## src/rtl/grayscale_erosion_window_assert.svh

```systemverilog
// assertion macros for the grayscale erosion window block
// no dependencies; taken in by the top level with an include
`ifndef GRAYSCALE_EROSION_WINDOW_ASSERT_SVH
`define GRAYSCALE_EROSION_WINDOW_ASSERT_SVH

// same-cycle implication, disabled during reset
`define GEW_ASSERT_NOW(label, clk, rst_n, ante, cons, msg) \
    label: assert property (@(posedge clk) disable iff (!rst_n) (ante) |-> (cons)) \
        else $error(msg);

// next-cycle implication, disabled during reset
`define GEW_ASSERT_NEXT(label, clk, rst_n, ante, cons, msg) \
    label: assert property (@(posedge clk) disable iff (!rst_n) (ante) |=> (cons)) \
        else $error(msg);

`endif

```

## src/rtl/gew_pkg.sv

```systemverilog
// shared types and constants for the grayscale erosion window block
// no dependencies
package gew_pkg;

    localparam int MAX_WIDTH_DEF   = 1024;
    localparam int MAX_ELEMENT_DEF = 7;
    localparam int HEIGHT_LIMIT    = 1024;

    // difference pixel minus element spans -32767..33023
    localparam int DIFF_W = 18;
    localparam logic signed [DIFF_W-1:0] DIFF_MAX = {1'b0, {(DIFF_W-1){1'b1}}};

    localparam logic [10:0] IMAGE_WIDTH_RST    = 11'd1024;
    localparam logic [10:0] IMAGE_HEIGHT_RST   = 11'd1024;
    localparam logic [2:0]  ELEMENT_WIDTH_RST  = 3'd3;
    localparam logic [2:0]  ELEMENT_HEIGHT_RST = 3'd3;

    typedef enum logic [1:0] {
        REG_IMAGE_WIDTH,
        REG_IMAGE_HEIGHT,
        REG_ELEMENT_WIDTH,
        REG_ELEMENT_HEIGHT
    } gew_reg_t;

    localparam logic FUNC_LOAD  = 1'b0;
    localparam logic FUNC_PIXEL = 1'b1;

    // one window term as it travels along the cell chain
    typedef struct packed {
        logic               valid;
        logic [7:0]         pixel;
        logic signed [15:0] elem;
    } gew_term_t;

endpackage

```

## src/rtl/gew_cell.sv

```systemverilog
// one cell of the term chain: holds a term, passes it on, folds it into the minimum
// depends on gew_pkg
module gew_cell (
    input  logic                              clk,
    input  logic                              rst_n,
    input  logic                              clr,
    input  logic                              shift,
    input  gew_pkg::gew_term_t                prev,
    output gew_pkg::gew_term_t                held,
    input  logic signed [gew_pkg::DIFF_W-1:0] min_in,
    output logic signed [gew_pkg::DIFF_W-1:0] min_out
);
    import gew_pkg::*;

    gew_term_t               term_reg;
    gew_term_t               term_next;
    logic signed [DIFF_W-1:0] diff;

    always_comb
    begin
        term_next = term_reg;
        if (clr)
        begin
            term_next.valid = 1'b0;
        end
        else if (shift)
        begin
            term_next = prev;
        end
    end

    always_ff @(posedge clk or negedge rst_n)
    begin
        if (!rst_n)
        begin
            term_reg <= '0;
        end
        else
        begin
            term_reg <= term_next;
        end
    end

    assign diff = $signed({{(DIFF_W-8){1'b0}}, term_reg.pixel})
                - {{(DIFF_W-16){term_reg.elem[15]}}, term_reg.elem};
    assign min_out = (term_reg.valid && (diff < min_in)) ? diff : min_in;
    assign held = term_reg;
endmodule

```

## src/rtl/gew_chain.sv

```systemverilog
// row of term cells with a ripple minimum across them
// depends on gew_pkg and gew_cell
module gew_chain #(
    parameter int MAX_ELEMENT = gew_pkg::MAX_ELEMENT_DEF
) (
    input  logic                              clk,
    input  logic                              rst_n,
    input  logic                              clr,
    input  logic                              shift,
    input  gew_pkg::gew_term_t                term,
    output logic signed [gew_pkg::DIFF_W-1:0] chain_min
);
    import gew_pkg::*;

    gew_term_t                held [MAX_ELEMENT+1];
    logic signed [DIFF_W-1:0] mins [MAX_ELEMENT+1];

    assign held[0] = term;
    assign mins[0] = DIFF_MAX;

    for (genvar k = 0; k < MAX_ELEMENT; k++)
    begin : g_cell
        gew_cell u_cell (
            .clk     (clk),
            .rst_n   (rst_n),
            .clr     (clr),
            .shift   (shift),
            .prev    (held[k]),
            .held    (held[k+1]),
            .min_in  (mins[k]),
            .min_out (mins[k+1])
        );
    end

    assign chain_min = mins[MAX_ELEMENT];
endmodule

```

## config.mk

```make
export PLATFORM = sky130hd
export DESIGN_NAME = gew_chain
export DESIGN_NICKNAME = d
export VERILOG_FILES = /design/src/rtl/grayscale_erosion_window_assert.svh /design/src/rtl/gew_pkg.sv /design/src/rtl/gew_cell.sv /design/src/rtl/gew_chain.sv
export SDC_FILE = /design/constraint.sdc
export NUM_CORES = 1
export LEC_CHECK = 0
export BUFFER_PORTS_ARGS = -buffer_cell sky130_fd_sc_hd__buf_2
export CAP_MARGIN = 20
export CORE_AREA = 3 3 179 181
export DETAILED_ROUTE_END_ITERATION = 10
export DIE_AREA = 0 0 182 184
export HOLD_SLACK_MARGIN = 0.02
export PLACE_DENSITY = 0.65
export SLEW_MARGIN = 20
export SYNTH_ARGS = -nofsm -noshare
export SYNTH_HDL_FRONTEND = slang
export SYNTH_SLANG_ARGS = --single-unit
```

## constraint.sdc

```tcl
create_clock -name clk -period 43.3 [get_ports clk]
set_clock_uncertainty 0.1 [all_clocks]
set_input_delay 2.165 -clock clk [delete_from_list [all_inputs] [get_ports clk]]
set_output_delay 2.165 -clock clk [all_outputs]
set_load 0.01 [all_outputs]
```

# Word level (Yosys, flattened, before mapping)

Cells that the tools add are included.

Bits in registers: 175
Output and inout bits: 18
Logic and storage cells: 66

Add/subtract/negate cells: 7
Mux-type cells: 21
Bitwise gates (word level): 1
$lt $le $gt $ge: 7
Reduce and logical (&&, ||, !) cells: 9

Operators with widths:

| operator                                      | number |
|---|---|
| 25-bit 2-to-1 mux                             | 7 |
| 18-bit 2-to-1 mux                             | 7 |
| 9-bit by 16-bit subtractor with 17-bit output | 7 |
| 18-bit < comparator                           | 6 |
| 18-bit < comparator, second input constant    | 1 |
| 1-bit logical AND                             | 7 |
| 1-bit 2-to-1 mux                              | 7 |
| 2-bit AND reduction                           | 1 |
| 2-bit nonzero test                            | 1 |
| 1-bit NOT                                     | 1 |

# Depth between registers and ports, before layout

Depth in word-level cells: 22
Mapped depth: 100
Mapped depth without buffers: 91

# Hierarchy

A second synthesis with hierarchy kept.

Cells, all modules: 1515
Area, all modules: 14661.6 µm²

By module, submodules not included:

| module                          | sequential area each (µm²) | area each (µm²) | instances | cells each |
|---|---|---|---|---|
| gew_cell (g_cell[0].u_cell ...) | 625.6                      | 2073.2          | 5         | 213 |
| gew_cell (g_cell[2].u_cell)     | 625.6                      | 2145.8          | 1         | 226 |
| gew_cell (g_cell[1].u_cell)     | 625.6                      | 2142.1          | 1         | 222 |
| gew_chain                       | 0.0                        | 7.5             | 1         | 2 |

# Worst setup path after synthesis

OpenSTA, ideal clock, no wires.

Path kind: register -> output
From: reg g_cell[1].u_cell.term_reg, in the netlist g_cell[1].u_cell.held[16]
To: out chain_min[10] (netlist name)
Cell stages (with the launch flop): 91
Arrival time: 16.263 ns
Data required time: 41.035 ns
Path slack: 24.772 ns
Buffers on the path: 9
Path through: dfrtp_1 inv_1 ha_1 inv_1 fa_1 a21o_1 a21oi_1 o21ai_0 a21o_1 a21o_1 a21o_1 a31oi_1 ha_1 nand4_1 nor2_1 and4_1 o211ai_1 o41a_1 [55 not listed] ha_1 a21oi_1 nor2b_1 o21ai_0 nand2b_1 a21oi_1 nor2b_1 o21ai_0 nand2b_1 a21oi_1 and3b_1 o311ai_0 o21ai_0 a31oi_1 nor3b_1 buf_4 buf_4 mux2i_1

Cells in the longest elaborated chain, start to end: 19

RTL lines:

| element                                         | line            | source |
|---|---|---|
| start: declaration                              | gew_cell.sv:15  | `gew_term_t term_reg;` |
| start signal: assignment                        | gew_cell.sv:40  | `term_reg <= term_next;` |
| 9-bit by 16-bit subtractor with 17-bit output * | gew_cell.sv:45  | `- {{(DIFF_W-16){term_reg.elem[15]}}, term_reg.elem};` |
| 18-bit < comparator                             | gew_cell.sv:46  | `assign min_out = (term_reg.valid && (diff < min_in)) ? diff : min_in;` |
| 1-bit logical AND                               | gew_cell.sv:46  |  |
| 18-bit 2-to-1 mux *                             | gew_cell.sv:46  |  |
| 18-bit < comparator                             | gew_cell.sv:46  |  |
| 1-bit logical AND                               | gew_cell.sv:46  |  |
| 18-bit 2-to-1 mux *                             | gew_cell.sv:46  |  |
| 18-bit < comparator                             | gew_cell.sv:46  |  |
| [3 not listed]                                  | --              |  |
| 1-bit logical AND                               | gew_cell.sv:46  |  |
| 18-bit 2-to-1 mux *                             | gew_cell.sv:46  |  |
| 18-bit < comparator                             | gew_cell.sv:46  |  |
| 1-bit logical AND                               | gew_cell.sv:46  |  |
| 18-bit 2-to-1 mux *                             | gew_cell.sv:46  |  |
| 18-bit < comparator                             | gew_cell.sv:46  |  |
| 1-bit logical AND                               | gew_cell.sv:46  |  |
| 18-bit 2-to-1 mux *                             | gew_cell.sv:46  |  |
| end: declaration                                | gew_chain.sv:11 | `output logic signed [gew_pkg::DIFF_W-1:0] chain_min` |

Mark *: on every way between the ends. The rest lies on a longest branch, timed or not.

# Final worst setup path

From: reg g_cell[0].u_cell.term_reg, in the netlist g_cell[0].u_cell.held[2]
To: out chain_min[12] (netlist name)

Cells in the longest elaborated chain, start to end: 22

RTL lines:

| element                                         | line |
|---|---|
| start: declaration                              | gew_cell.sv:15 |
| start signal: assignment                        | gew_cell.sv:40 |
| 9-bit by 16-bit subtractor with 17-bit output * | gew_cell.sv:45 |
| 18-bit < comparator                             | gew_cell.sv:46 |
| 1-bit logical AND                               | gew_cell.sv:46 |
| 18-bit 2-to-1 mux *                             | gew_cell.sv:46 |
| 18-bit < comparator                             | gew_cell.sv:46 |
| 1-bit logical AND                               | gew_cell.sv:46 |
| 18-bit 2-to-1 mux *                             | gew_cell.sv:46 |
| 18-bit < comparator                             | gew_cell.sv:46 |
| [6 not listed]                                  | -- |
| 1-bit logical AND                               | gew_cell.sv:46 |
| 18-bit 2-to-1 mux *                             | gew_cell.sv:46 |
| 18-bit < comparator                             | gew_cell.sv:46 |
| 1-bit logical AND                               | gew_cell.sv:46 |
| 18-bit 2-to-1 mux *                             | gew_cell.sv:46 |
| 18-bit < comparator                             | gew_cell.sv:46 |
| 1-bit logical AND                               | gew_cell.sv:46 |
| 18-bit 2-to-1 mux *                             | gew_cell.sv:46 |

Marks and branches as above.

==> impl_metrics.env <==
export IMPL_outcome="completed"
export IMPL_vias=10100
export IMPL_avgRoutedWirePerCell_um=15.8
export IMPL_whs_ns=0.383
export IMPL_syn_inst=1460
export IMPL_dieWidth_um=182
export IMPL_yosysMostFrequentCell="dfrtp_1"
export IMPL_largest_reg_flops=175
export IMPL_grt_total_usage=0.184
export IMPL_htree_levels=4
export IMPL_p_per_area_nw_per_um2=64.7
export IMPL_setup_viol=0
export IMPL_grt_max_degree=105
export IMPL_critPathSlowestCell="a211oi_4"
export IMPL_crit_required_ns=41.04
export IMPL_final_max_slew_violation_count=0
export IMPL_area_growth_pct=9.22
export IMPL_final_antenna_net_count=0
export IMPL_p_seq_frac=0.275
export IMPL_netlist_area_leader_share=0.320
export IMPL_initial_core_util=0.447
export IMPL_instances_no_fill=1899
export IMPL_place_gp_congestion=0.866
export IMPL_ctsHoldBuffers=0
export IMPL_ff2ff_setup_slack_ns=41.98
export IMPL_finalNetCount=1683
export IMPL_clk_pin_slew_worst_paths_ns=0.08
export IMPL_io_pins=47
export IMPL_cts_root_buf="clkbuf_16"
export IMPL_p_comb_frac=0.555
export IMPL_max_stage_delay_ns=0.89
export IMPL_antenna_found_initial=0
export IMPL_cp_arrival_ns=19.58
export IMPL_antenna_cells=0
export IMPL_dp_hpwl_um=23700
export IMPL_ys_top_cells_by_count="175 x dfrtp_1, 171 x inv_1, 157 x ha_1, 133 x mux2_2, 115 x o21ai_0"
export IMPL_final_core_util=0.489
export IMPL_swShare=0.444
export IMPL_fillers=2896
export IMPL_dp_cells=1866
export IMPL_ys_ff_latch=175
export IMPL_ys_types=67
export IMPL_setup_ws_ns=21.45
export IMPL_syn_area_per_cell_um2=9.38
export IMPL_p_switching_mw=0.430
export IMPL_cts_tree="done"
export IMPL_cts_buffer_depth=2
export IMPL_num_rows=64
export IMPL_core_area_um2=30600
export IMPL_start_kind="register"
export IMPL_fin_crit_ns=21.85
export IMPL_first_iter_violations=544
export IMPL_synthArstFlopShare=1.00
export IMPL_max_freq_mhz=45.8
export IMPL_crit_fanout=25
export IMPL_cpMostUsedCell="o21ai_0"
export IMPL_pwr_share_clk=0.171
export IMPL_globalRouteOverflowTotal=0
export IMPL_ys_warnings_count=0
export IMPL_setup_tns_ns=0
export IMPL_relSlewSlack=0.282
export IMPL_r2r_cells=2
export IMPL_grt_pass1_wl_um=50400
export IMPL_timing_final_crit_share=0.505
export IMPL_drcViolationCount=0
export IMPL_die_h_um=184
export IMPL_p_int_mw=0.537
export IMPL_ys_top_cells_by_area="dfrtp_1 32%, ha_1 14%, mux2_2 11%"
export IMPL_vias_per_cell=5.33
export IMPL_cts_resized=0
export IMPL_cap_violations=0
export IMPL_drt_total_wl_um=30000
export IMPL_power_leakage_nw=7.25
export IMPL_cts_setup_buffers=0
export IMPL_grt_pass1_vias=10100
export IMPL_hold_viol_final=0
export IMPL_peakVddDrop_v=0.0000351
export IMPL_crit_type="reg2out"
export IMPL_ys_seq_area_frac=0.320
export IMPL_synth_ff_type="dfrtp_1"
export IMPL_worst_pin_slew_ns=1.07
export IMPL_rsz0062_at_grt="false"
export IMPL_hp_class="reg2reg"
export IMPL_holdPathStages=2
export IMPL_dieArea_um2=33500
export IMPL_synth_area_um2=13700
export IMPL_drtPass1Iterations=5
export IMPL_crit_path_end_kind="output pin"
export IMPL_synth_largest_area_cell="dfrtp_1"
export IMPL_cts_inserted_buffers=17
export IMPL_cts_sinks=175
export IMPL_drive_gt1_frac=0.156
export IMPL_syn_nets=1653
export IMPL_dp_slack_ns=21.92
export IMPL_clk_latency_ns=0.44
export IMPL_port_buffers=46
export IMPL_synth_edff_count=0
-- layer usage --
metal,routed length (µm),share of wire,vias up,GRT usage
met1,14500,0.48,4766,0.248
li1,-,-,5167,-
met3,959,0.032,35,0.0226
met4,561,0.019,0,0.0478
met5,0,0,-,0
met2,14000,0.47,160,0.315
-- layout by cell type (no fill, tap or decap), drive strengths merged, types with 3 or more instances in the layout --
cell type | netlist | routed
or4 | 3 | 3
nor3 | 16 | 16
o2111ai | 3 | 3
nor2b | 19 | 19
a211oi | 7 | 7
a21o | 44 | 44
mux2 | 133 | 133
nor3b | 3 | 3
dfrtp | 175 | 175
mux2i | 64 | 64
clkinv | 0 | 3
o211ai | 8 | 8
o311ai | 3 | 3
a21oi | 68 | 68
nor4 | 17 | 17
o21ai | 117 | 117
nand3b | 6 | 6
nor2 | 72 | 72
and3b | 3 | 3
xor2 | 30 | 30
nand4 | 19 | 19
o21bai | 12 | 12
nand2b | 15 | 15
and3 | 5 | 5
ha | 157 | 157
xnor2 | 58 | 58
fa | 7 | 7
or2 | 7 | 7
o21a | 8 | 8
buf | 8 | 53
nand2 | 98 | 98
inv | 171 | 179
or3 | 9 | 9
and2 | 13 | 13
nand3 | 5 | 5
o31a | 6 | 6
clkbuf | 34 | 18
a21boi | 12 | 12
-- worst max-delay path, delay by kind of cell, from the launching register on --
kind | cells | cell delay [ns]
buf+inv | 7 | 1.27
compound gates | 39 | 8.91
simple gates | 26 | 4.34
fa+ha+maj | 7 | 2.15
flops | 1 | 0.34
xor+xnor | 2 | 0.29
mux | 5 | 1.79
-- through the flow --
stage / power [mW] / area [µm²]
6_report: 0.967 / 15000
5_1_grt: 1.06 / 15000
4_1_cts: 0.975 / 14900
3_5_place_dp: 0.806 / 14300
3_3_place_gp: 0.791 / 14300
2_1_floorplan: 0.661 / 13700
-- final timing paths --
path | from | end
max reg2reg | g_cell[0].u_cell.held[24] | g_cell[0].u_cell.held[24]
max | g_cell[0].u_cell.held[2] | chain_min[12]
min in group asynchronous | rst_n | g_cell[0].u_cell.held[11]
min reg2reg | g_cell[2].u_cell.held[16] | g_cell[2].u_cell.held[16]
min | g_cell[2].u_cell.held[16] | g_cell[2].u_cell.held[16]
max in group asynchronous | rst_n | g_cell[6].u_cell.held[22]
-- power by group through the flow --
stage | registers [mW] | logic, mW | clock network, mW
2_1_floorplan | 0.249 | 0.412 | 0
3_3_place_gp | 0.266 | 0.524 | 0
3_5_place_dp | 0.269 | 0.537 | 0
4_1_cts | 0.266 | 0.540 | 0.170
5_1_grt | 0.275 | 0.612 | 0.176
6_report | 0.266 | 0.536 | 0.165
-- kinds of logic (layout without fill, tap and decap cells) --
logic type	after synthesis	count (layout)	synth area share
AO/OA/AOI/OAI	304	304	0.137
flip-flops	175	175	0.320
multiplexers	197	197	0.156
XOR/XNOR	88	88	0.0563
buffers and inverters	213	256	0.0597
adder cells (fa/ha/maj)	164	164	0.154
AND/OR/NAND/NOR	319	319	0.117
-- cell type report --
class                           count  area [µm²]  area share
Inverter                          171         642      0.0429
Sequential cell                   175        4380       0.293
Timing Repair Buffer               53         309      0.0207
Clock inverter                     14         191      0.0128
Multi-Input combinational cell   1072        8500       0.569
Tap cell                          396         495      0.0331
Clock buffer                       18         429      0.0287
Power figures use the tool's default switching activity.
